**config.mk**
```make
export PLATFORM = sky130hd
export DESIGN_NAME = ccp_front
export DESIGN_NICKNAME = d
export VERILOG_FILES = /design/src/rtl/ccp_pkg.sv /design/src/rtl/ccp_front.sv
export SDC_FILE = /design/constraint.sdc
export NUM_CORES = 1
export LEC_CHECK = 0
export ABC_AREA = 1
export BUFFER_PORTS_ARGS = -buffer_cell sky130_fd_sc_hd__buf_2
export CAP_MARGIN = 0
export CORE_UTILIZATION = 45
export CTS_CLUSTER_SIZE = 10
export DETAILED_ROUTE_END_ITERATION = 8
export PLACE_DENSITY = 0.63
export SYNTH_ARGS = -nofsm -noshare
export SYNTH_HDL_FRONTEND = slang
export SYNTH_SLANG_ARGS = --single-unit
```
**constraint.sdc**
```tcl
create_clock -name clk -period 10.17 [get_ports clk]
set_input_delay 1.017 -clock clk [delete_from_list [all_inputs] [get_ports clk]]
set_output_delay 1.017 -clock clk [all_outputs]
set_load 0.02 [all_outputs]
```
**src/rtl/ccp_pkg.sv**
```systemverilog
package ccp_pkg;

  localparam int DEPTH_ENTRIES_DEF = 65536;
  localparam int DEPTH_BITS_DEF    = 32;

  localparam int IN_TDATA_W  = 120;
  localparam int IN_TUSER_W  = 2;
  localparam int OUT_TDATA_W = 56;

  localparam int CURSOR_W   = 33;
  localparam int EXTENT_W   = 17;
  localparam int EXTENT_MAX = 131071;
  localparam int CMD_ADDR_W = 24;
  localparam int CMD_CNT_W  = 25;

  localparam int QUEUE_DEPTH = 4;

  localparam logic [1:0] REQ_START = 2'd0;
  localparam logic [1:0] REQ_CIGAR = 2'd1;
  localparam logic [1:0] REQ_READ  = 2'd2;

  localparam logic [3:0] OP_M    = 4'd0;
  localparam logic [3:0] OP_D    = 4'd2;
  localparam logic [3:0] OP_N    = 4'd3;
  localparam logic [3:0] OP_EQ   = 4'd7;
  localparam logic [3:0] OP_X    = 4'd8;

  typedef enum logic [1:0] {
    CMD_NONE,
    CMD_INC,
    CMD_READ
  } cmd_kind_t;

  typedef struct packed {
    cmd_kind_t             kind;
    logic [CMD_ADDR_W-1:0] addr;
    logic [CMD_CNT_W-1:0]  cnt;
    logic                  order_error;
    logic                  out_of_range;
    logic [EXTENT_W-1:0]   extent;
  } cmd_t;

  typedef enum logic [1:0] {
    BK_CLEAR,
    BK_IDLE,
    BK_INC,
    BK_READ
  } bk_state_t;

endpackage

```
**src/rtl/ccp_front.sv**
```systemverilog
module ccp_front #(
  parameter int DEPTH_ENTRIES = ccp_pkg::DEPTH_ENTRIES_DEF
) (
  input  logic                            clk,
  input  logic                            rst_n,
  input  logic                            clear_done,
  input  logic                            in_tvalid,
  output logic                            in_tready,
  input  logic [ccp_pkg::IN_TDATA_W-1:0]  in_tdata,
  input  logic [ccp_pkg::IN_TUSER_W-1:0]  in_tuser,
  output logic                            push_valid,
  input  logic                            push_ready,
  output ccp_pkg::cmd_t                   push_cmd
);

  localparam logic [33:0] DE34     = 34'(DEPTH_ENTRIES);
  localparam logic [33:0] EXT34    = 34'(ccp_pkg::EXTENT_MAX);
  localparam logic [32:0] CURS_MAX = '1;

  logic                               hold_valid_r, hold_valid_nxt;
  logic [ccp_pkg::IN_TDATA_W-1:0]     hold_data_r;
  logic [ccp_pkg::IN_TUSER_W-1:0]     hold_req_r;

  logic [31:0]                        prev_ref_r, prev_ref_nxt;
  logic [31:0]                        prev_start_r, prev_start_nxt;
  logic                               have_prev_r, have_prev_nxt;
  logic [ccp_pkg::CURSOR_W-1:0]       cursor_r, cursor_nxt;
  logic                               skip_r, skip_nxt;
  logic                               active_r, active_nxt;
  logic [ccp_pkg::EXTENT_W-1:0]       extent_r, extent_nxt;

  logic [31:0]                        f_ref_id;
  logic [31:0]                        f_start;
  logic                               f_mapped;
  logic [3:0]                         f_op;
  logic [27:0]                        f_len;
  logic [15:0]                        f_addr;

  logic                               in_acc;
  logic                               push;
  logic [33:0]                        hi;
  logic [32:0]                        hi_sat;
  logic [33:0]                        top;
  logic [33:0]                        span;
  logic [33:0]                        ext_cand;
  logic                               span_ok;
  logic                               is_match;
  logic                               order_ok;

  assign f_ref_id = hold_data_r[31:0];
  assign f_start  = hold_data_r[63:32];
  assign f_mapped = hold_data_r[64];
  assign f_op     = hold_data_r[68:65];
  assign f_len    = hold_data_r[96:69];
  assign f_addr   = hold_data_r[112:97];

  assign in_tready  = !hold_valid_r && clear_done;
  assign in_acc     = in_tvalid && in_tready;
  assign push_valid = hold_valid_r;
  assign push       = hold_valid_r && push_ready;

  assign hi       = {1'b0, cursor_r} + 34'(f_len);
  assign hi_sat   = hi[33] ? CURS_MAX : hi[32:0];
  assign top      = (hi > DE34) ? DE34 : hi;
  assign span_ok  = {1'b0, cursor_r} < top;
  assign span     = top - {1'b0, cursor_r};
  assign ext_cand = (top > EXT34) ? EXT34 : top;
  assign is_match = (f_op == ccp_pkg::OP_M) || (f_op == ccp_pkg::OP_EQ) ||
                    (f_op == ccp_pkg::OP_X);
  assign order_ok = !have_prev_r || (f_ref_id > prev_ref_r) ||
                    ((f_ref_id == prev_ref_r) && (f_start >= prev_start_r));

  always_comb begin
    hold_valid_nxt = hold_valid_r;
    if (in_acc) begin
      hold_valid_nxt = 1'b1;
    end else if (push) begin
      hold_valid_nxt = 1'b0;
    end
  end

  always_comb begin
    prev_ref_nxt   = prev_ref_r;
    prev_start_nxt = prev_start_r;
    have_prev_nxt  = have_prev_r;
    cursor_nxt     = cursor_r;
    skip_nxt       = skip_r;
    active_nxt     = active_r;
    extent_nxt     = extent_r;
    push_cmd       = '0;
    push_cmd.kind  = ccp_pkg::CMD_NONE;

    unique case (hold_req_r)
      ccp_pkg::REQ_START: begin
        if (order_ok) begin
          prev_ref_nxt   = f_ref_id;
          prev_start_nxt = f_start;
          have_prev_nxt  = 1'b1;
          cursor_nxt     = {1'b0, f_start};
          skip_nxt       = 1'b1;
          active_nxt     = f_mapped;
        end else begin
          push_cmd.order_error = 1'b1;
          active_nxt           = 1'b0;
        end
      end
      ccp_pkg::REQ_CIGAR: begin
        if (active_r) begin
          if (is_match) begin
            skip_nxt              = 1'b0;
            push_cmd.out_of_range = (f_len != 28'd0) && (hi > DE34);
            if (span_ok) begin
              push_cmd.kind = ccp_pkg::CMD_INC;
              push_cmd.addr = cursor_r[ccp_pkg::CMD_ADDR_W-1:0];
              push_cmd.cnt  = span[ccp_pkg::CMD_CNT_W-1:0];
              if (ext_cand > 34'(extent_r)) begin
                extent_nxt = ext_cand[ccp_pkg::EXTENT_W-1:0];
              end
            end
            cursor_nxt = hi_sat;
          end else if (!skip_r && ((f_op == ccp_pkg::OP_D) || (f_op == ccp_pkg::OP_N))) begin
            cursor_nxt = hi_sat;
          end
        end
      end
      ccp_pkg::REQ_READ: begin
        if (34'(f_addr) < DE34) begin
          push_cmd.kind = ccp_pkg::CMD_READ;
          push_cmd.addr = ccp_pkg::CMD_ADDR_W'(f_addr);
        end
      end
      default: begin
      end
    endcase
    push_cmd.extent = extent_nxt;
  end

  always_ff @(posedge clk) begin
    if (in_acc) begin
      hold_data_r <= in_tdata;
      hold_req_r  <= in_tuser;
    end
  end

  always_ff @(posedge clk) begin
    if (!rst_n) begin
      hold_valid_r <= 1'b0;
      prev_ref_r   <= '0;
      prev_start_r <= '0;
      have_prev_r  <= 1'b0;
      cursor_r     <= '0;
      skip_r       <= 1'b1;
      active_r     <= 1'b0;
      extent_r     <= '0;
    end else begin
      hold_valid_r <= hold_valid_nxt;
      if (push) begin
        prev_ref_r   <= prev_ref_nxt;
        prev_start_r <= prev_start_nxt;
        have_prev_r  <= have_prev_nxt;
        cursor_r     <= cursor_nxt;
        skip_r       <= skip_nxt;
        active_r     <= active_nxt;
        extent_r     <= extent_nxt;
      end
    end
  end

endmodule

```
# Word level (Yosys, flattened, before mapping)

Index checks and enable logic that the tools add are counted.

Bits in registers: 233
Output and inout port bits: 72
Word-level logic and storage cells: 82

Order comparisons: 6
Mux-type cells: 30
Reduce and logical (&&, ||, !) cells: 23
Add/sub/neg operators: 2
Equality and inequality tests: 11

Operators with widths:

| kind                                                  | number |
|---|---|
| 2-to-1 mux 33 bit                                     | 5 |
| 2-to-1 mux 50 bit                                     | 3 |
| 2-to-1 mux 17 bit                                     | 5 |
| > comparator 34 x 17 -> 1 bit (second input constant) | 2 |
| 2-to-1 mux 34 bit                                     | 2 |
| one-hot mux 33 bit (2 select lines)                   | 1 |
| one-hot mux 26 bit (2 select lines)                   | 1 |
| adder 33 x 28 -> 34 bit                               | 1 |
| > comparator 34 x 17 -> 1 bit                         | 1 |
| less-than comparator 33 x 34 -> 1 bit                 | 1 |
| == test 32 bit                                        | 1 |
| greater-or-equal comparator 32 bit                    | 1 |
| > comparator 32 bit                                   | 1 |
| nonzero test 28 bit                                   | 1 |
| 2-to-1 mux 25 bit                                     | 1 |
| subtractor 25 bit                                     | 1 |
| 2-to-1 mux 1 bit                                      | 11 |
| AND reduction 5 bit                                   | 2 |
| == test 4 x 2 -> 1 bit (second input constant)        | 2 |
| logical AND 1 bit                                     | 6 |
| != test 2 bit (second input constant)                 | 3 |
| logical OR 1 bit                                      | 5 |
| == test 4 x 3 -> 1 bit (second input constant)        | 1 |
| == test 4 bit (second input constant)                 | 1 |
| 10 further kinds                                      | 13 |

# Longest topological paths before layout

Gate-level depths: netlist (run 1).

Depth after elaboration: 11
Gate-level depth with buffers: 39
Gate-level depth less buffers: 38

# Least setup slack after synthesis (run 1)

Ideal clock, no wire load.

Kind: reg2out
From: register hold_data_r[69] in the netlist's numbering
To: output push_cmd[41] in the netlist's numbering
Buffers on the path: 1
Cell stages (with the launch flop): 36
Arrival: 5.055 ns
Setup slack: 4.098 ns
Cells stage by stage: edfxtp_1 ha_1 inv_1 fa_1 inv_1 nand3_1 nand2_1 nand2_1 nand2_1 nand2_1 nand2_1 nand2_1 nand2_1 nand2_1 nand3_1 nor2_1 nand2_1 nor2_4 nand2_1 clkbuf_1 nor2_1 fa_1 nand3_1 nand2_1 a21oi_1 o21ai_1 a21boi_0 o21ai_1 a21boi_0 o21ai_0 a21boi_1 inv_1 a21oi_1 o21ai_0 xor2_1 nor2_1

RTL lines:

| what                     | RTL line         | source |
|---|---|---|
| start: declaration       | ccp_front.sv:21  | `logic [ccp_pkg::IN_TDATA_W-1:0] hold_data_r;` |
| start signal: assignment | ccp_front.sv:140 | `hold_data_r <= in_tdata;` |
| end: declaration         | ccp_front.sv:13  | `output ccp_pkg::cmd_t push_cmd` |

==> flow_metrics.env, run 1 <==
export IMPL_tritoncts="yes"
export IMPL_status="complete, no violations"
export IMPL_ant_nets=0
export IMPL_nNetsFinal=2493
export IMPL_die_y_um=186.2
export IMPL_fin_setup_tns_ps=0
export IMPL_ys_types=55
export IMPL_clock_fmax_mhz=123.1
export IMPL_holdBufCountCts=0
export IMPL_ys_flop_type="dfxtp_1"
export IMPL_synthCells=2010
export IMPL_p_leak_uw=0.008164
export IMPL_grt_pass1_wl_mm=68.85
export IMPL_cpPeakStageDelay_ps=760
export IMPL_cts_sinks=233
export IMPL_required_ps=9150
export IMPL_r2r_start="hold_data_r[69]"
export IMPL_syn_to_final_growth_pct=15.37
export IMPL_rows=67
export IMPL_grt_overflow=0
export IMPL_yosys_top_cells_area="edfxtp_1 23%, dfxtp_1 15%, ha_1 13%, nand2_1 9.6%, inv_1 8.4%"
export IMPL_postSynthAreaPerCell_um2=7.593
export IMPL_worstMarginPinSlew_ps=1077
export IMPL_drv_slew=0
export IMPL_worstReg2RegEnd="extent_r[16]"
export IMPL_hold_depth=2
export IMPL_postCtsSetupBuffers=0
export IMPL_min_to="prev_start_r[18]"
export IMPL_drtIter0Drc=837
export IMPL_hold_violations=0
export IMPL_worst_setup_path_end_kind="primary output"
export IMPL_port_buffers=191
export IMPL_yosys_warnings=0
export IMPL_vias_per_cell=5.173
export IMPL_setup_viol=0
export IMPL_ctsHtreeMaxLevel=1
export IMPL_drt_total_wl_mm=45.62
export IMPL_drv_cap=0
export IMPL_yosysSeqAreaShare_pct=38.10
export IMPL_synth_top_area_cell="edfxtp_1"
export IMPL_drtPass1Iterations=5
export IMPL_r2r_cells=30
export IMPL_synth_commonest_cells="391 x nand2_1, 341 x inv_1, 226 x a21oi_1"
export IMPL_r2r_setup_slack_ps=4060
export IMPL_vias=13828
export IMPL_cpMostUsedCell="nand2_1"
export IMPL_fin_crit_ps=8125
export IMPL_fp_coreArea_um2=33450
export IMPL_drive_gt1_share_pct=12.94
export IMPL_drc=0
export IMPL_clk_pin_slew_ps=60
export IMPL_final_setup_skew_ps=40.57
export IMPL_clkLatencyLatePin_ps=600
export IMPL_ir_drop_v=0.0001791
export IMPL_ys_ff_latch=233
export IMPL_crit_slowest_cell="nand4_2"
export IMPL_critPathLaunchType="register"
export IMPL_min_delay_start="prev_start_r[18]"
export IMPL_grt_max_degree=102
export IMPL_crit_type="register to primary output"
export IMPL_die_w_um=186.2
export IMPL_grt_usage_pct=26.13
export IMPL_cts_resized=0
export IMPL_antennaDiodeCount=0
export IMPL_power_density_nw_per_um2=130.3
export IMPL_clk_path_buf_depth=3
export IMPL_rsz0062_at_grt="no"
export IMPL_synth_most_common_cell="nand2_1"
export IMPL_hp_class="register to register"
export IMPL_fin_crit_sh_pct=79.89
export IMPL_cp_max_fo=34
export IMPL_die_area_um2=34660
export IMPL_antenna_found_initial=0
export IMPL_setup_slack_ps=2045
export IMPL_fillerInstances=3297
export IMPL_root_buffer="clkbuf_16"
export IMPL_hpwl_mm=35.92
export IMPL_cts_buffers=29
export IMPL_synth_async_reset_ratio_pct=0
export IMPL_worstPathArrival_ps=7110
export IMPL_post_drt_wl_per_cell_um=17.07
export IMPL_synth_edf_count=115
export IMPL_dp_slack_ps=2747
export IMPL_io_pin_count=199
export IMPL_relSlewSlack_pct=28.02
export IMPL_syn_area_um2=15260
export IMPL_gp_congestion=0.9710
export IMPL_initial_core_util_pct=45.63
export IMPL_grt_pass1_vias=12732
export IMPL_synth_top_area_share_pct=22.63
[power by group]
part / switching (uW) / internal, uW / total (uW)
logic: 163 / 88.6 / 251
clock network: 406 / 597 / 1000
registers: 20.2 / 1020 / 1040
total: 589 / 1710 / 2300
[worst max-delay path, delay by kind of cell, from the launching register on]
family	cells	cell delay [ps]
buffers and inverters	5	860
AO/OA/AOI/OAI	4	810
AND/OR/NAND/NOR	21	3430
flip-flops	1	420
adder cells (fa/ha/maj)	3	990
[through the flow]
step	total power (uW)	instances	cell area (um2)	util [%]	hold slack, ps
finish	2295	2673	17610	52.64	455.0
global route	2386	2673	17610	52.64	471.0
CTS	2317	2673	17610	52.64	459.3
detailed placement	1308	2619	16700	49.92	450.6
global placement	1303	2619	16700	49.92	442.8
floorplan	1219	2026	15320	-	429.2
[final cells by class]
cell class / instances / area, um2 / share of cell area (%)
Sequential cell: 233 / 5816 / 33.03
Timing Repair Buffer: 199 / 1016 / 5.770
Inverter: 350 / 1316 / 7.475
Clock buffer: 48 / 817.0 / 4.640
Clock inverter: 6 / 95.09 / 0.5400
Tap cell: 448 / 560.5 / 3.183
Multi-Input combinational cell: 1389 / 7988 / 45.36
[per-layer routing]
layer | track usage [%] | vias up | wire [um]
met1 | 36.37 | 6347 | 21540
met3 | 3.719 | 87 | 2537
met4 | 8.721 | 0 | 1508
met5 | 0 | - | 0
li1 | - | 7022 | -
met2 | 41.55 | 372 | 20040
[cells in the final DEF (no fill, tap or decap), drive strengths merged, types with 11 or more instances in the layout]
cell / count
edfxtp: 115
inv: 348
buf: 199
xor2: 11
nand3: 84
ha: 162
nor2: 155
a21oi: 226
nor3: 27
dfxtp: 118
o21ai: 172
conb: 18
nor4: 11
nand2: 404
clkbuf: 48
nand4: 29
xnor2: 15
[kinds of logic (layout without fill, tap and decap cells)]
group                    after synthesis  in the layout  synth area share (%)
other                                  2             18               0.04921
adder cells (fa/ha/maj)              164            164                 13.54
AND/OR/NAND/NOR                      726            726                 20.68
flip-flops                           233            233                 38.10
buffers and inverters                404            603                 10.03
XOR/XNOR                              26             26                 1.492
AO/OA/AOI/OAI                        455            455                 16.10
[flip-flops by register name (all words and copies together) (netlist names)]
signal and flops:
active_r 1, cursor_r 33, extent_r 17, have_prev_r 1, hold_data_r 113, hold_req_r 2
prev_ref_r 32, prev_start_r 32, push_valid 1, skip_r 1
[how the worst max path moves through the flow]
stage | startpoint | slack, ps | endpoint | cells after the start
finish | hold_data_r[69] | 2040 | push_cmd[19] | 33
detailed placement | hold_data_r[69] | 2750 | push_cmd[19] | 33
CTS | hold_data_r[69] | 2080 | push_cmd[19] | 33
global route | hold_data_r[75] | 1560 | push_cmd[43] | 32
floorplan | hold_data_r[69] | 4100 | push_cmd[41] | 35
global placement | hold_data_r[69] | 2800 | push_cmd[19] | 33
No activity file was read; power rests on OpenSTA's default activity.
==> run 2, diff against run 1 <==
--- a/config.mk
+++ b/config.mk
@@ -11,7 +11,7 @@
 export CORE_UTILIZATION = 45
 export CTS_CLUSTER_SIZE = 10
 export DETAILED_ROUTE_END_ITERATION = 8
-export PLACE_DENSITY = 0.63
+export PLACE_DENSITY = 0.65
 export SYNTH_ARGS = -nofsm -noshare
 export SYNTH_HDL_FRONTEND = slang
 export SYNTH_SLANG_ARGS = --single-unit
==> constraint.sdc (replaced) <==
create_clock -name clk -period 7.39 [get_ports clk]
set_input_delay 0.739 -clock clk [delete_from_list [all_inputs] [get_ports clk]]
set_output_delay 0.739 -clock clk [all_outputs]
set_load 0.02 [all_outputs]
==> run 2 against run 1 <==
Effect of this change: cell area increased by 0.17%; clock skew decreased by 6.6 ps; total power increased by 35%; die area unchanged; final cell count increased by 0.22%; via count increased by 0.59%; sequential power increased by 38%; largest power group unchanged; register-to-register slack got worse by 2300 ps; critical path type unchanged.
==> flow_metrics.env, run 2 (same netlist as run 1, synthesis figures left out) <==
export IMPL_clock_fmax_mhz=143.3
export IMPL_fin_crit_ps=6979
export IMPL_root_buffer="clkbuf_16"
export IMPL_final_common_cell="nand2_1"
export IMPL_cpMostUsedCell="nand2_1"
export IMPL_clkLatencyLatePin_ps=590
export IMPL_grt_pass1_vias=12818
export IMPL_grt_max_degree=126
export IMPL_drive_gt1_share_pct=13.40
export IMPL_tritoncts="yes"
export IMPL_hpwl_mm=36.17
export IMPL_post_drt_wl_per_cell_um=17.17
export IMPL_cts_sinks=233
export IMPL_status="complete, no violations"
export IMPL_crit_path_end="push_cmd[43]"
export IMPL_critPathLaunchType="register"
export IMPL_fin_cells=2679
export IMPL_fp_coreArea_um2=33450
export IMPL_clk_path_buf_depth=3
export IMPL_syn_to_final_growth_pct=15.57
export IMPL_port_buffers=191
export IMPL_crit_start="hold_data_r[69]"
export IMPL_cp_max_fo=20
export IMPL_hp_class="input pin to register"
export IMPL_vias_per_cell=5.192
export IMPL_worstReg2RegEnd="extent_r[16]"
export IMPL_grt_pass1_wl_mm=69.03
export IMPL_rsz0062_at_grt="no"
export IMPL_nNetsFinal=2499
export IMPL_fin_hold_ws_ps=321.8
export IMPL_stdcell_area_um2=17640
export IMPL_cpPeakStageDelay_ps=460
export IMPL_hold_violations=0
export IMPL_antennaDiodeCount=0
export IMPL_die_w_um=186.2
export IMPL_fin_crit_sh_pct=94.44
export IMPL_crit_type="register to primary output"
export IMPL_fin_setup_tns_ps=0
export IMPL_gp_congestion=0.9454
export IMPL_initial_core_util_pct=45.63
export IMPL_clk_pin_slew_ps=60
export IMPL_worstMarginPinSlew_ps=1141
export IMPL_crit_slowest_cell="ha_1"
export IMPL_fillerInstances=3278
export IMPL_drv_slew=0
export IMPL_r2r_setup_slack_ps=1770
export IMPL_die_area_um2=34660
export IMPL_rows=67
export IMPL_holdBufCountCts=0
export IMPL_p_leak_uw=0.008173
export IMPL_ir_drop_v=0.0001837
export IMPL_io_pin_count=199
export IMPL_worstPathArrival_ps=6240
export IMPL_vias=13910
export IMPL_postCtsSetupBuffers=0
export IMPL_dp_cells=2625
export IMPL_grt_usage_pct=26.22
export IMPL_worst_setup_path_end_kind="primary output"
export IMPL_ctsHtreeMaxLevel=1
export IMPL_top_register="hold_data_r"
export IMPL_drtPass1Iterations=7
export IMPL_power_density_nw_per_um2=176.3
export IMPL_grt_overflow=0
export IMPL_drv_cap=0
export IMPL_final_setup_skew_ps=33.93
export IMPL_relSlewSlack_pct=21.98
export IMPL_antenna_found_initial=1
export IMPL_place_area_um2=16740
export IMPL_r2r_start="hold_data_r[69]"
export IMPL_largest_register_ffs=113
export IMPL_drc=0
export IMPL_drtIter0Drc=970
export IMPL_ant_nets=0
export IMPL_top_regs="hold_data_r: 113 flops, cursor_r: 33 flops"
export IMPL_setup_viol=0
export IMPL_required_ps=6650
export IMPL_final_cell_mix="389 x nand2_1, 339 x inv_1, 225 x a21oi_1"
export IMPL_die_y_um=186.2
export IMPL_drt_total_wl_mm=45.99
export IMPL_cts_buffers=29
export IMPL_r2r_cells=31
[run 2: cell types whose count changed in the layout (fill, tap and decap cells not counted), sizes merged]
| cell | before | now |
|---|---|---|
| clkinv | 6 | 9 |
| clkbuf | 48 | 46 |
| bufinv | 2 | 1 |
| buf | 199 | 205 |
[run 2: timing repair]
item,4_1_cts,5_1_grt
hold endpoints to repair,0,0
setup endpoints to repair,0,32
resized for setup,0,11
[run 2: how the worst min path moves through the flow]
stage | start | to | slack [ps] | cells past startpoint
after detailed placement | prev_start_r[17] | prev_start_r[17] | 450 | 2
after CTS | in_tdata[76] | hold_data_r[76] | 300 | 1
after global placement | prev_ref_r[14] | prev_ref_r[14] | 440 | 2
final | in_tdata[78] | hold_data_r[78] | 320 | 1
after floorplan | skip_r | skip_r | 430 | 2
after global routing | in_tdata[76] | hold_data_r[76] | 310 | 1
[run 2: where the power goes]
part           internal, uW  switching [uW]  total, uW
clock                   765             558       1320
sequential             1410            28.2       1430
combinational           125             227        352
[run 2: critical path: cells and delay by family, from the launching register on]
family          cells  cell delay [ps]
flops               1              400
fa+ha+maj           3             1080
buf+inv             6              790
compound gates      9             1670
xor+xnor            2              480
simple gates       12             1240
[run 2: metrics by stage]
stage / setup WS (ps) / utilization (%) / total power (uW)
final: 411.1 / 52.73 / 3109
after CTS: 11.24 / 52.64 / 3129
after global placement: 722.0 / 50.05 / 1798
after floorplan: 1596 / - / 1677
after detailed placement: 637.4 / 50.05 / 1805
after global routing: 28.43 / 52.73 / 3234
[run 2: final cells by class]
cell class | count | area [um2] | share of cell area [%]
clock buffer | 46 | 789.5 | 4.476
sequential | 233 | 5816 | 32.97
tap | 448 | 560.5 | 3.178
multi-input combinational | 1389 | 8018 | 45.46
clock inverter | 8 | 77.57 | 0.4398
inverter | 350 | 1316 | 7.463
timing repair buffer | 205 | 1061 | 6.015
[run 2: per-layer routing]
layer / wire length [um] / global-route usage (%) / up-vias
li1: - / - / 7042
met1: 21440 / 36.09 / 6385
met2: 20380 / 42.21 / 390
met3: 2743 / 4.245 / 91
met4: 1421 / 7.836 / 2
met5: 11 / 0 / -
