[config.mk]
export PLATFORM = sky130hd
export DESIGN_NAME = ccp_queue
export DESIGN_NICKNAME = d
export VERILOG_FILES = /design/src/rtl/ccp_pkg.sv /design/src/rtl/ccp_queue.sv
export SDC_FILE = /design/constraint.sdc
export NUM_CORES = 1
export LEC_CHECK = 0
export BUFFER_PORTS_ARGS = -buffer_cell sky130_fd_sc_hd__buf_2
export CAP_MARGIN = 20
export CORE_MARGIN = 8
export CORE_UTILIZATION = 45
export DETAILED_ROUTE_END_ITERATION = 10
export PLACE_DENSITY = 0.71
export SLEW_MARGIN = 10
export SYNTH_ARGS = -nofsm -noshare
export SYNTH_HDL_FRONTEND = slang
export SYNTH_SLANG_ARGS = --single-unit
[constraint.sdc]
create_clock -name clk -period 3.77 [get_ports clk]
set_clock_uncertainty 0.15 [all_clocks]
set_input_delay 0 -clock clk [delete_from_list [all_inputs] [get_ports clk]]
set_output_delay 0 -clock clk [all_outputs]
set_load 0.05 [all_outputs]
[src/rtl/ccp_pkg.sv]
package ccp_pkg;

  localparam int DEPTH_ENTRIES_DEF = 65536;
  localparam int DEPTH_BITS_DEF    = 32;

  localparam int IN_TDATA_W  = 120;
  localparam int IN_TUSER_W  = 2;
  localparam int OUT_TDATA_W = 56;

  localparam int CURSOR_W   = 33;
  localparam int EXTENT_W   = 17;
  localparam int EXTENT_MAX = 131071;
  localparam int CMD_ADDR_W = 24;
  localparam int CMD_CNT_W  = 25;

  localparam int QUEUE_DEPTH = 4;

  localparam logic [1:0] REQ_START = 2'd0;
  localparam logic [1:0] REQ_CIGAR = 2'd1;
  localparam logic [1:0] REQ_READ  = 2'd2;

  localparam logic [3:0] OP_M    = 4'd0;
  localparam logic [3:0] OP_D    = 4'd2;
  localparam logic [3:0] OP_N    = 4'd3;
  localparam logic [3:0] OP_EQ   = 4'd7;
  localparam logic [3:0] OP_X    = 4'd8;

  typedef enum logic [1:0] {
    CMD_NONE,
    CMD_INC,
    CMD_READ
  } cmd_kind_t;

  typedef struct packed {
    cmd_kind_t             kind;
    logic [CMD_ADDR_W-1:0] addr;
    logic [CMD_CNT_W-1:0]  cnt;
    logic                  order_error;
    logic                  out_of_range;
    logic [EXTENT_W-1:0]   extent;
  } cmd_t;

  typedef enum logic [1:0] {
    BK_CLEAR,
    BK_IDLE,
    BK_INC,
    BK_READ
  } bk_state_t;

endpackage

[src/rtl/ccp_queue.sv]
module ccp_queue (
  input  logic          clk,
  input  logic          rst_n,
  input  logic          push_valid,
  output logic          push_ready,
  input  ccp_pkg::cmd_t push_cmd,
  output logic          pop_valid,
  input  logic          pop,
  output ccp_pkg::cmd_t pop_cmd
);

  localparam int PW = $clog2(ccp_pkg::QUEUE_DEPTH);

  ccp_pkg::cmd_t   slot_r [ccp_pkg::QUEUE_DEPTH];
  logic [PW-1:0]   wptr_r, wptr_nxt;
  logic [PW-1:0]   rptr_r, rptr_nxt;
  logic [PW:0]     count_r, count_nxt;
  logic            do_push;
  logic            do_pop;

  assign push_ready = count_r != (PW+1)'(ccp_pkg::QUEUE_DEPTH);
  assign pop_valid  = count_r != '0;
  assign pop_cmd    = slot_r[rptr_r];
  assign do_push    = push_valid && push_ready;
  assign do_pop     = pop && pop_valid;

  always_comb begin
    wptr_nxt  = do_push ? wptr_r + 1'b1 : wptr_r;
    rptr_nxt  = do_pop ? rptr_r + 1'b1 : rptr_r;
    count_nxt = count_r;
    if (do_push && !do_pop) begin
      count_nxt = count_r + 1'b1;
    end else if (do_pop && !do_push) begin
      count_nxt = count_r - 1'b1;
    end
  end

  always_ff @(posedge clk) begin
    if (do_push) begin
      slot_r[wptr_r] <= push_cmd;
    end
  end

  always_ff @(posedge clk) begin
    if (!rst_n) begin
      wptr_r  <= '0;
      rptr_r  <= '0;
      count_r <= '0;
    end else begin
      wptr_r  <= wptr_nxt;
      rptr_r  <= rptr_nxt;
      count_r <= count_nxt;
    end
  end

endmodule

# After elaboration in Yosys (flattened, before gate mapping)
# Memories as Yosys holds them, arrays and structs flattened. A register that Yosys moved wholly into a read port is not among the register bits.
# Cells that the tools add are included.
# op_classes
add_sub_neg	4
n_eq_ne	1
n_mux	6
reduce_logical	8
# op_table
op	count
3-bit 2-to-1 mux	2
2-bit by 1-bit adder with 2-bit output, second input constant	2
1-bit logical AND	4
2-bit 2-to-1 mux	2
3-bit by 1-bit adder with 3-bit output, second input constant	1
3-bit != test, second input constant	1
3-bit nonzero test	1
3-bit by 1-bit subtractor with 3-bit output, second input constant	1
1-bit logical NOT	2
1-bit 2-to-1 mux	2
2-bit nonzero test	1
# totals
ff_bits	7
ram_bits	280
inputBits	74
output_inout_bits	72
elab_cells	23
memories	1
# mem_list
name	depth	width	rd	rd_ports_with_merged_regs	write_ports	line	source
slot_r	4	70	1	1	1	ccp_queue.sv:14	ccp_pkg::cmd_t slot_r [ccp_pkg::QUEUE_DEPTH];

# Longest topological paths before layout
# Gate-level depths: netlist of the first run.
# depth
ltp_word	6
ltp_mapped	8
ltp_nobuf	8

# Worst setup path before layout of the first run
# OpenSTA, ideal clock, no wires.
# synth_path
kind	register to register
from	register count_r[0]
to	memory slot_r[0][0] (netlist name), enable pin
setup_ns	0.436
t_arrival_ns	2.540
slack_ns	0.645
stages_incl_launch_ff	4
period_less_slack_ns	3.125
path_cell_list	dfxtp_1 nor2_1 a21boi_2 and2_1
# synth_via
elab_chain_cells	4
# synth_rtl
item	line	source
from (decl)	ccp_queue.sv:17	logic [PW:0] count_r, count_nxt;
from (signal assigned)	ccp_queue.sv:52	count_r <= count_nxt;
3-bit != test	ccp_queue.sv:21	assign push_ready = count_r != (PW+1)'(ccp_pkg::QUEUE_DEPTH);
1-bit logical AND	ccp_queue.sv:24	assign do_push = push_valid && push_ready;
named net do_push	ccp_queue.sv:18	logic do_push;
1-bit 2-to-1 mux	ccp_queue.sv:39	if (do_push) begin
1-bit 2-to-1 mux (not written as such)	ccp_queue.sv:40	slot_r[wptr_r] <= push_cmd;
to (decl)	ccp_queue.sv:14	
# The timed path passes the listed nets, and every way through them passes these cells.

==> flow_metrics.env, run 1 <==
export IMPL_synth_seq_area_share_pct=80.5
export IMPL_path_cells="buf_12, mux4_2, buf_2"
export IMPL_dr_wl_met3_um=1220
export IMPL_worst_setup_path_start_kind="flop"
export IMPL_synth_edff_count=280
export IMPL_multiInputGateArea_um2=1890
export IMPL_drtIter0Drc=289
export IMPL_synth_most_common_cell="edfxtp_1"
export IMPL_fin_cells=989
export IMPL_fin_ws_ns=1.06
export IMPL_synthDistinctLibCells=24
export IMPL_hold_path_startpoint="push_cmd[31]"
export IMPL_cts_buffer_depth=3
export IMPL_cts_buffers_inserted=28
export IMPL_synth_area_um2=10700
export IMPL_route_met2_wl_um=10100
export IMPL_syn_nets=494
export IMPL_r2r_end="count_r[2]$_SDFFE_PN0P_"
export IMPL_synthArstFlopShare_pct=0
export IMPL_hold_path_class="input pin to flop"
export IMPL_ys_ff_latch=289
export IMPL_hold_viol=0
export IMPL_grt_pass1_vias=5567
export IMPL_design_core_area_um2=23400
export IMPL_fin_tns_setup_ns=0
export IMPL_rsz0062_at_grt="false"
export IMPL_insertion_delay_ns=0.52
export IMPL_arrival_ns=2.56
export IMPL_clkSlewWorstSetupHoldPaths_ns=0.06
export IMPL_cp_slowest_cell="dfxtp_4"
export IMPL_dpl_worst_slack_ns=1.14
export IMPL_top_layer="met4"
export IMPL_num_vias=4955
export IMPL_nets=729
export IMPL_setup_viol=0
export IMPL_post_drt_wl_per_cell_um=20.1
export IMPL_initial_core_util_pct=45.6
export IMPL_worstHoldPathCells=2
export IMPL_dp_hpwl_um=11900
export IMPL_fp_dieW_um=170
export IMPL_max_freq_mhz=369
export IMPL_drive_gt1_share_pct=39.3
export IMPL_max_cap_viol_count=0
export IMPL_synth_top_cell_by_area="edfxtp_1"
export IMPL_postCtsSetupBuffers=0
export IMPL_slew_violations=0
export IMPL_h_tree_depth=1
export IMPL_grt_first_pass_wirelength_um=30900
export IMPL_drcViolationCount=0
export IMPL_ctsHoldBuffers=74
export IMPL_totalWireLength_um=19900
export IMPL_peakVddDrop_mv=0.466
export IMPL_yosys_top_cells_area="edfxtp_1 (79%), mux4_2 (15%), dfxtp_1 (1.7%)"
export IMPL_worst_pin_slew_ns=1.07
export IMPL_worstPathRequired_ns=3.62
export IMPL_gp_congestion=0.717
export IMPL_regToRegStartpoint="count_r[0]$_SDFFE_PN0P_"
export IMPL_period_share_pct=71.9
export IMPL_ys_warn_count=0
export IMPL_place_inst=862
export IMPL_cts_root_buf="clkbuf_16"
export IMPL_drtAntennaViolNets=0
export IMPL_die_y_um=170
export IMPL_cts_sinks=289
export IMPL_r2r_slack_ns=1.14
export IMPL_viasPerCell=5.01
export IMPL_antenna_found_initial=1
export IMPL_ys_flop_type="edfxtp_1"
export IMPL_cp_slowest_stage_delay_ns=0.78
export IMPL_powerDensity_nw_per_um2=731
export IMPL_status="complete, no violations"
export IMPL_r2r_worst_path_cells=8
export IMPL_end_kind="primary output"
export IMPL_syn_avg_cell_area_um2=25.8
export IMPL_min_period_ns=2.71
export IMPL_seqCellArea_um2=8600
export IMPL_syn2layout_area_growth_pct=24.5
export IMPL_holdPathEnd="slot_r[0][31]$_DFFE_PP_"
export IMPL_grt_usage_pct=13.8
export IMPL_crit_fanout=39
export IMPL_cts_resized_gates=0
export IMPL_criticalPathCategory="flop to primary output"
export IMPL_cts_tree="done"
export IMPL_yosys_top_cells_count="edfxtp_1 (280), mux4_2 (70), dfxtp_1 (9)"
export IMPL_leakage_nw=4.48
export IMPL_gr_total_overflow=0
export IMPL_met1_length_um=8340
export IMPL_netlist_area_leader_share_pct=78.8
export IMPL_io_pins=146
export IMPL_synth_cells=414
export IMPL_die_area_um2=28900
export IMPL_port_buffers=145
export IMPL_first_pass_iters=6
export IMPL_grt_max_degree=71
export IMPL_final_fill_count=1800
export IMPL_rows=56
export IMPL_relSlewSlack_pct=28.4
[cell type report]
cell class | count | share of cell area [%]
Multi-Input combinational cell | 105 | 14.2
Inverter | 3 | 0.0848
Clock buffer | 40 | 6.07
Antenna cell | 1 | 0.0188
Tap cell | 319 | 3.00
Sequential cell | 289 | 64.7
Timing Repair Buffer | 222 | 11.6
Clock inverter | 10 | 0.311
[logic make-up (layout without fill, tap and decap cells)]
family | after synthesis | after routing | synth area share, %
buffers and inverters | 20 | 275 | 1.92
xor gates and xnor gates | 4 | 4 | 0.328
muxes | 73 | 73 | 15.1
DFF | 289 | 289 | 80.5
other | 0 | 1 | 0
and+or+nand+nor | 17 | 17 | 0.856
AOI/OAI and AO/OA | 5 | 5 | 0.575
adders and majority gates | 6 | 6 | 0.774
[sequential cells by signal (all words and copies together), names as in the netlist, named ones only]
register	count
count_r	3
rptr_r	2
slot_r	280
wptr_r	2
[metrics by stage]
step | hold WS [ns] | total power [mW] | instance area (um2) | utilization (%)
after detailed placement | 0.0675 | 7.23 | 11600 | 49.7
after global placement | 0.0600 | 7.17 | 11600 | 49.7
after global routing | 0.0834 | 10.1 | 13300 | 56.8
final | 0.0841 | 9.72 | 13300 | 56.8
after CTS | 0.0584 | 9.83 | 13200 | 56.5
after floorplan | -0.0511 | 6.63 | 10700 | -
[cells in the final DEF, fill, tap and decap left out, types with 2 or more instances in the layout]
cell | netlist | routed
edfxtp_1 | 280 | 280
buf_2 | 7 | 145
dlygate4sd3_1 | 0 | 74
mux4_2 | 70 | 70
clkbuf_16 | 0 | 29
clkinv_1 | 0 | 7
clkbuf_1 | 1 | 7
dfxtp_1 | 9 | 7
nand2_1 | 5 | 5
ha_1 | 5 | 5
and2_4 | 0 | 4
and2_1 | 8 | 4
clkbuf_8 | 0 | 4
inv_1 | 3 | 3
xnor2_1 | 3 | 3
mux2i_1 | 3 | 3
clkinv_2 | 0 | 3
or3_1 | 2 | 2
dfxtp_4 | 0 | 2
buf_16 | 0 | 2
[worst max-delay path: cells and delay by family, from the launching register on]
kind / cells / cell delay [ns]
mux: 1 / 0.60
flops: 1 / 0.78
buf+inv: 2 / 0.63
[routing by layer]
| layer | track usage [%] | up-vias |
|---|---|---|
| li1 | - | 2232 |
| met4 | 3.24 | 0 |
| met3 | 3.10 | 24 |
| met2 | 24.0 | 129 |
| met5 | 0 | - |
| met1 | 17.4 | 2570 |
[power breakdown]
group / switching (mW) / internal (mW) / total (mW)
logic: 2.04 / 0.999 / 3.04
clock network: 1.06 / 1.47 / 2.53
registers: 0.242 / 3.91 / 4.15
total: 3.34 / 6.38 / 9.72
[how the worst max path moves through the flow]
stage	startpoint	to	slack [ns]	depth (start not counted)
after floorplan	count_r[0]$_SDFFE_PN0P_	slot_r[0][0]$_DFFE_PP_	0.64	3
after global placement	count_r[0]$_SDFFE_PN0P_	slot_r[0][43]$_DFFE_PP_	1.35	3
after detailed placement	count_r[0]$_SDFFE_PN0P_	count_r[2]$_SDFFE_PN0P_	1.14	8
after CTS	flop	pop_cmd[25]	0.96	3
after global routing	flop	pop_cmd[21]	0.88	3
final	flop	pop_cmd[13]	1.06	3
Power figures use the tool's default switching activity.
==> run 2, diff against run 1 <==
Clock period 3.77 ns to 2.5 ns, I/O delays scaled along.
==> flow_metrics.env, run 2 (same netlist as run 1, synthesis figures left out) <==
export IMPL_status="complete, no violations"
export IMPL_grt_max_degree=43
export IMPL_syn2layout_area_growth_pct=25.8
export IMPL_postCtsSetupBuffers=0
export IMPL_insertion_delay_ns=0.52
export IMPL_regToRegStartpoint="count_r[1]$_SDFFE_PN0P_"
export IMPL_clkSlewWorstSetupHoldPaths_ns=0.06
export IMPL_grt_usage_pct=14.0
export IMPL_period_share_pct=93.7
export IMPL_initial_core_util_pct=45.6
export IMPL_powerDensity_nw_per_um2=1100
export IMPL_slew_violations=0
export IMPL_final_common_cell="edfxtp_1"
export IMPL_antenna_found_initial=1
export IMPL_rows=56
export IMPL_cts_root_buf="clkbuf_16"
export IMPL_gp_congestion=0.669
export IMPL_hold_viol=0
export IMPL_grt_first_pass_wirelength_um=31400
export IMPL_worstPathRequired_ns=2.79
export IMPL_criticalPathCategory="flop to flop"
export IMPL_die_y_um=170
export IMPL_final_cell_mix="edfxtp_1 (280), buf_2 (145), dlygate4sd3_1 (73)"
export IMPL_cp_slowest_cell="dfxtp_1"
export IMPL_port_buffers=145
export IMPL_h_tree_depth=1
export IMPL_totalWireLength_um=20100
export IMPL_r2r_end="count_r[2]$_SDFFE_PN0P_"
export IMPL_holdPathEnd="slot_r[2][67]$_DFFE_PP_"
export IMPL_design_core_area_um2=23400
export IMPL_worstHoldPathCells=2
export IMPL_first_pass_iters=4
export IMPL_rsz0062_at_grt="false"
export IMPL_cp_slowest_stage_delay_ns=0.49
export IMPL_end_kind="flop"
export IMPL_drive_gt1_share_pct=40.6
export IMPL_hold_path_class="input pin to flop"
export IMPL_fin_hold_ws_ns=0.0831
export IMPL_cts_buffer_depth=3
export IMPL_die_area_um2=28900
export IMPL_nets=738
export IMPL_num_vias=5022
export IMPL_crit_fanout=6
export IMPL_dp_hpwl_um=12400
export IMPL_leakage_nw=4.54
export IMPL_worst_setup_path_start_kind="flop"
export IMPL_r2r_worst_path_cells=8
export IMPL_drcViolationCount=0
export IMPL_fin_cells=998
export IMPL_largest_register="slot_r"
export IMPL_relSlewSlack_pct=71.7
export IMPL_setup_viol=0
export IMPL_max_cap_viol_count=0
export IMPL_largest_reg_flops=280
export IMPL_post_drt_wl_per_cell_um=20.2
export IMPL_hold_path_startpoint="push_cmd[67]"
export IMPL_gr_total_overflow=0
export IMPL_viasPerCell=5.03
export IMPL_drtAntennaViolNets=0
export IMPL_cts_buffers_inserted=28
export IMPL_max_freq_mhz=427
export IMPL_grt_pass1_vias=5712
export IMPL_io_pins=146
export IMPL_place_inst=874
export IMPL_dpl_worst_slack_ns=0.177
export IMPL_drtIter0Drc=313
export IMPL_fp_dieW_um=170
export IMPL_r2r_slack_ns=0.16
export IMPL_path_cells="nor2_1, a21boi_2, ha_1, inv_1, fa_1, xor2_1, or3_1, a21boi_0"
export IMPL_diodes=0
export IMPL_cts_tree="done"
export IMPL_cts_sinks=289
export IMPL_arrival_ns=2.63
export IMPL_worst_pin_slew_ns=0.425
export IMPL_largestRegisters="slot_r x280, count_r x3"
export IMPL_peakVddDrop_mv=0.727
export IMPL_fin_tns_setup_ns=0
export IMPL_min_period_ns=2.34
export IMPL_power_total_mw=14.7
export IMPL_crit_path_start="count_r[1]$_SDFFE_PN0P_"
export IMPL_fin_ws_ns=0.158
## run 2: layout make-up
type,count,area (um2)
multi-input combinational,105,1890
timing repair buffer,231,1680
inverter,3,11.3
clock buffer,34,744
clock inverter,17,100
sequential,289,8600
fill,1730,9980
tap,319,399
## run 2: report_power, final
group	switching, mW	internal (mW)	leakage, nW	total, mW
sequential	0.191	5.88	2.64	6.08
clock	1.62	2.20	0.421	3.83
combinational	3.25	1.57	1.48	4.81
total	5.06	9.65	4.54	14.7
## run 2: through the flow
| step | cell area [um2] | util (%) |
|---|---|---|
| after floorplan | 10700 | - |
| after global placement | 11800 | 50.6 |
| after detailed placement | 11800 | 50.6 |
| after CTS | 13400 | 57.3 |
| after global routing | 13400 | 57.3 |
| final | 13400 | 57.3 |
## run 2: worst max-delay path: cells and delay by family (launching register included)
family	cells	cell delay (ns)
xor+xnor	1	0.18
flops	1	0.49
compound gates	2	0.37
fa+ha+maj	2	0.58
simple gates	2	0.42
buf+inv	1	0.07
## run 2: worst max path at each step
stage                                    endpoint  slack, ns
after detailed placement  count_r[2]$_SDFFE_PN0P_       0.18
after global routing      count_r[2]$_SDFFE_PN0P_      0.008
after global placement    count_r[2]$_SDFFE_PN0P_       0.25
final                     count_r[2]$_SDFFE_PN0P_       0.16
after floorplan            slot_r[0][0]$_DFFE_PP_       0.13
after CTS                 count_r[2]$_SDFFE_PN0P_       0.12
## run 2: layer usage
metal  up-vias  track usage (%)  share of wire, %
met5         -                0             0.040
met4         2             3.43               1.6
met3        31             2.94               5.5
met2       134             24.0                51
met1      2592             18.1                42
li1       2263                -                 -
## run 2: timing repair
item | CTS | global route
endpoints found under the setup margin | 0 | 1
hold buffers | 73 | 0
gates resized for setup | 0 | 1
hold endpoints to repair | 289 | 0
==> run 3, diff against run 2 <==
Settings changed: ABC_AREA set to 1.
==> flow_metrics.env, run 3 <==
export IMPL_synth_area_um2=11400
export IMPL_cts_buffers_inserted=29
export IMPL_synth_cells=744
export IMPL_clkSlewWorstSetupHoldPaths_ns=0.06
export IMPL_fp_dieW_um=175
export IMPL_hold_viol=0
export IMPL_die_y_um=175
export IMPL_final_common_cell="edfxtp_1"
export IMPL_netlist_area_leader_share_pct=73.6
export IMPL_fin_hold_ws_ns=0.0579
export IMPL_worst_pin_slew_ns=0.588
export IMPL_peakVddDrop_mv=0.941
export IMPL_largestRegisters="slot_r x280, count_r x3"
export IMPL_viasPerCell=5.11
export IMPL_final_cell_mix="edfxtp_1 (280), buf_2 (145), o21ai_0 (111)"
export IMPL_grt_first_pass_wirelength_um=36800
export IMPL_drive_gt1_share_pct=30.0
export IMPL_first_pass_iters=7
export IMPL_syn_avg_cell_area_um2=15.4
export IMPL_critPathMostFrequentCell="dlygate4sd3_1"
export IMPL_grt_usage_pct=14.9
export IMPL_ys_ff_latch=289
export IMPL_yosys_top_cells_count="edfxtp_1 (280), nor2_1 (114), o21ai_0 (111)"
export IMPL_num_vias=6789
export IMPL_totalWireLength_um=24000
export IMPL_leakage_nw=4.93
export IMPL_worstPathRequired_ns=2.77
export IMPL_largest_register="slot_r"
export IMPL_gp_congestion=0.751
export IMPL_crit_family="buffers and inverters"
export IMPL_syn2layout_area_growth_pct=24.0
export IMPL_synth_most_common_cell="edfxtp_1"
export IMPL_yosys_top_cells_area="edfxtp_1 (74%), o21ai_0 (4.9%), o22ai_2 (4.4%)"
export IMPL_syn_nets=824
export IMPL_antenna_found_initial=1
export IMPL_fin_ws_ns=0.160
export IMPL_synth_edff_count=280
export IMPL_finalInstanceArea_um2=14200
export IMPL_period_share_pct=93.6
export IMPL_post_drt_wl_per_cell_um=18.1
export IMPL_path_cells="inv_1, ha_1, nand3b_1, nand2_1, dlygate4sd3_1, nor2_1, dlygate4sd3_1"
export IMPL_max_freq_mhz=427
export IMPL_rows=58
export IMPL_synthDistinctLibCells=21
export IMPL_arrival_ns=2.61
export IMPL_ys_flop_type="edfxtp_1"
export IMPL_min_period_ns=2.34
export IMPL_crit_buf_inv=3
export IMPL_drcViolationCount=0
export IMPL_power_total_mw=15.4
export IMPL_rsz0062_at_grt="false"
export IMPL_synthArstFlopShare_pct=0
export IMPL_synth_top_cell_by_area="edfxtp_1"
export IMPL_postCtsSetupBuffers=0
export IMPL_cts_buffer_depth=3
export IMPL_cp_slowest_cell="dlygate4sd3_1"
export IMPL_fin_cells=1328
export IMPL_crit_fanout=4
export IMPL_status="complete, no violations"
export IMPL_drtIter0Drc=423
export IMPL_gr_total_overflow=0
export IMPL_dp_hpwl_um=13400
export IMPL_h_tree_depth=1
export IMPL_synth_top_family_by_area="compound AO/OA/AOI/OAI gates"
export IMPL_synth_seq_area_share_pct=75.1
export IMPL_fin_tns_setup_ns=0
export IMPL_port_buffers=145
export IMPL_synthAdderAreaFrac_pct=0.723
export IMPL_grt_max_degree=141
export IMPL_end_kind="flop"
export IMPL_dpl_worst_slack_ns=0.304
export IMPL_criticalPathCategory="flop to flop"
export IMPL_max_cap_viol_count=0
export IMPL_die_area_um2=30800
export IMPL_cp_slowest_stage_delay_ns=0.55
export IMPL_design_core_area_um2=25000
export IMPL_powerDensity_nw_per_um2=1090
export IMPL_synth_xor_xnor_area_share_pct=0.0766
export IMPL_relSlewSlack_pct=60.8
export IMPL_synthMuxAreaShare_pct=0
export IMPL_grt_pass1_vias=6897
export IMPL_synthSimpleGateAreaFrac_pct=8.42
export IMPL_setup_viol=0
export IMPL_hold_path_class="input pin to flop"
export IMPL_cts_root_buf="clkbuf_16"
export IMPL_ys_warn_count=0
export IMPL_fin_util_pct=56.6
export IMPL_insertion_delay_ns=0.54
export IMPL_synth_compound_area_share_pct=12.3
export IMPL_largest_reg_flops=280
export IMPL_slew_violations=0
export IMPL_cts_tree="done"
export IMPL_initial_core_util_pct=45.6
export IMPL_place_inst=1198
export IMPL_drtAntennaViolNets=0
export IMPL_worst_setup_path_start_kind="flop"
export IMPL_postPlaceCellArea_um2=12500
export IMPL_cts_sinks=289
export IMPL_io_pins=146
export IMPL_nets=1054
==> run 3: cell count changes in the layout (fill, tap and decap cells not counted), moves of 4 or more <==
cell     previous run  this run
and2_1              4         0
and2_4              4         0
o22ai_1             0        30
inv_1               3        14
o22ai_2             0        40
nand3_1             0         4
nand2_1             5        13
mux4_2             70         0
o21ai_0             1       111
buf_12             10         6
o21ai_1             0        30
nor2_1              1       110
nor2_4              0        44
buf_4               3        16
==> run 3: cell type report <==
type	count	area [um2]
Multi-Input combinational cell	395	2500
Tap cell	330	413
Fill cell	1953	10900
Clock inverter	21	129
Clock buffer	33	741
Timing Repair Buffer	243	1730
Antenna cell	1	2.50
Inverter	16	65.1
Sequential cell	289	8590
==> run 3: repair_timing <==
item | in CTS | in global routing
endpoints found under the hold margin | 289 | 0
hold buffers | 75 | 0
setup endpoints to repair | 0 | 5
resized for setup | 0 | 2
==> run 3: cell families (layout without fill, tap and decap cells) <==
logic type | count (synthesis) | count (layout)
DFF | 289 | 289
buffers and inverters | 60 | 313
and+or+nand+nor | 174 | 174
other | 0 | 1
AOI/OAI and AO/OA | 214 | 214
adders and majority gates | 6 | 6
xor gates and xnor gates | 1 | 1
==> run 3: worst paths after layout <==
| path | cells after the start | end | slack, ns | start |
|---|---|---|---|---|
| setup / recovery | 7 | wptr_r[1]$_SDFFE_PN0P_ | 0.16 | wptr_r[1]$_SDFFE_PN0P_ |
| setup reg to reg | 7 | wptr_r[1]$_SDFFE_PN0P_ | 0.16 | wptr_r[1]$_SDFFE_PN0P_ |
| hold / removal | 2 | slot_r[1][52]$_DFFE_PP_ | 0.06 | push_cmd[52] |
| hold reg to reg | 2 | flop | 0.35 | rptr_r[1]$_SDFFE_PN0P_ |
==> run 3: metal layers <==
metal / GRT usage (%) / part of all wire [%] / vias up / wire (um)
li1: - / - / 3259 / -
met5: 0 / 0 / - / 0
met3: 3.18 / 6.5 / 32 / 1560
met1: 18.8 / 42 / 3311 / 10100
met4: 4.42 / 2.1 / 0 / 509
met2: 25.6 / 49 / 187 / 11800
==> run 3: power by group <==
part	switching (mW)	internal [mW]
sequential	0.162	5.89
clock	1.71	2.22
combinational	4.08	1.33
total	5.95	9.44
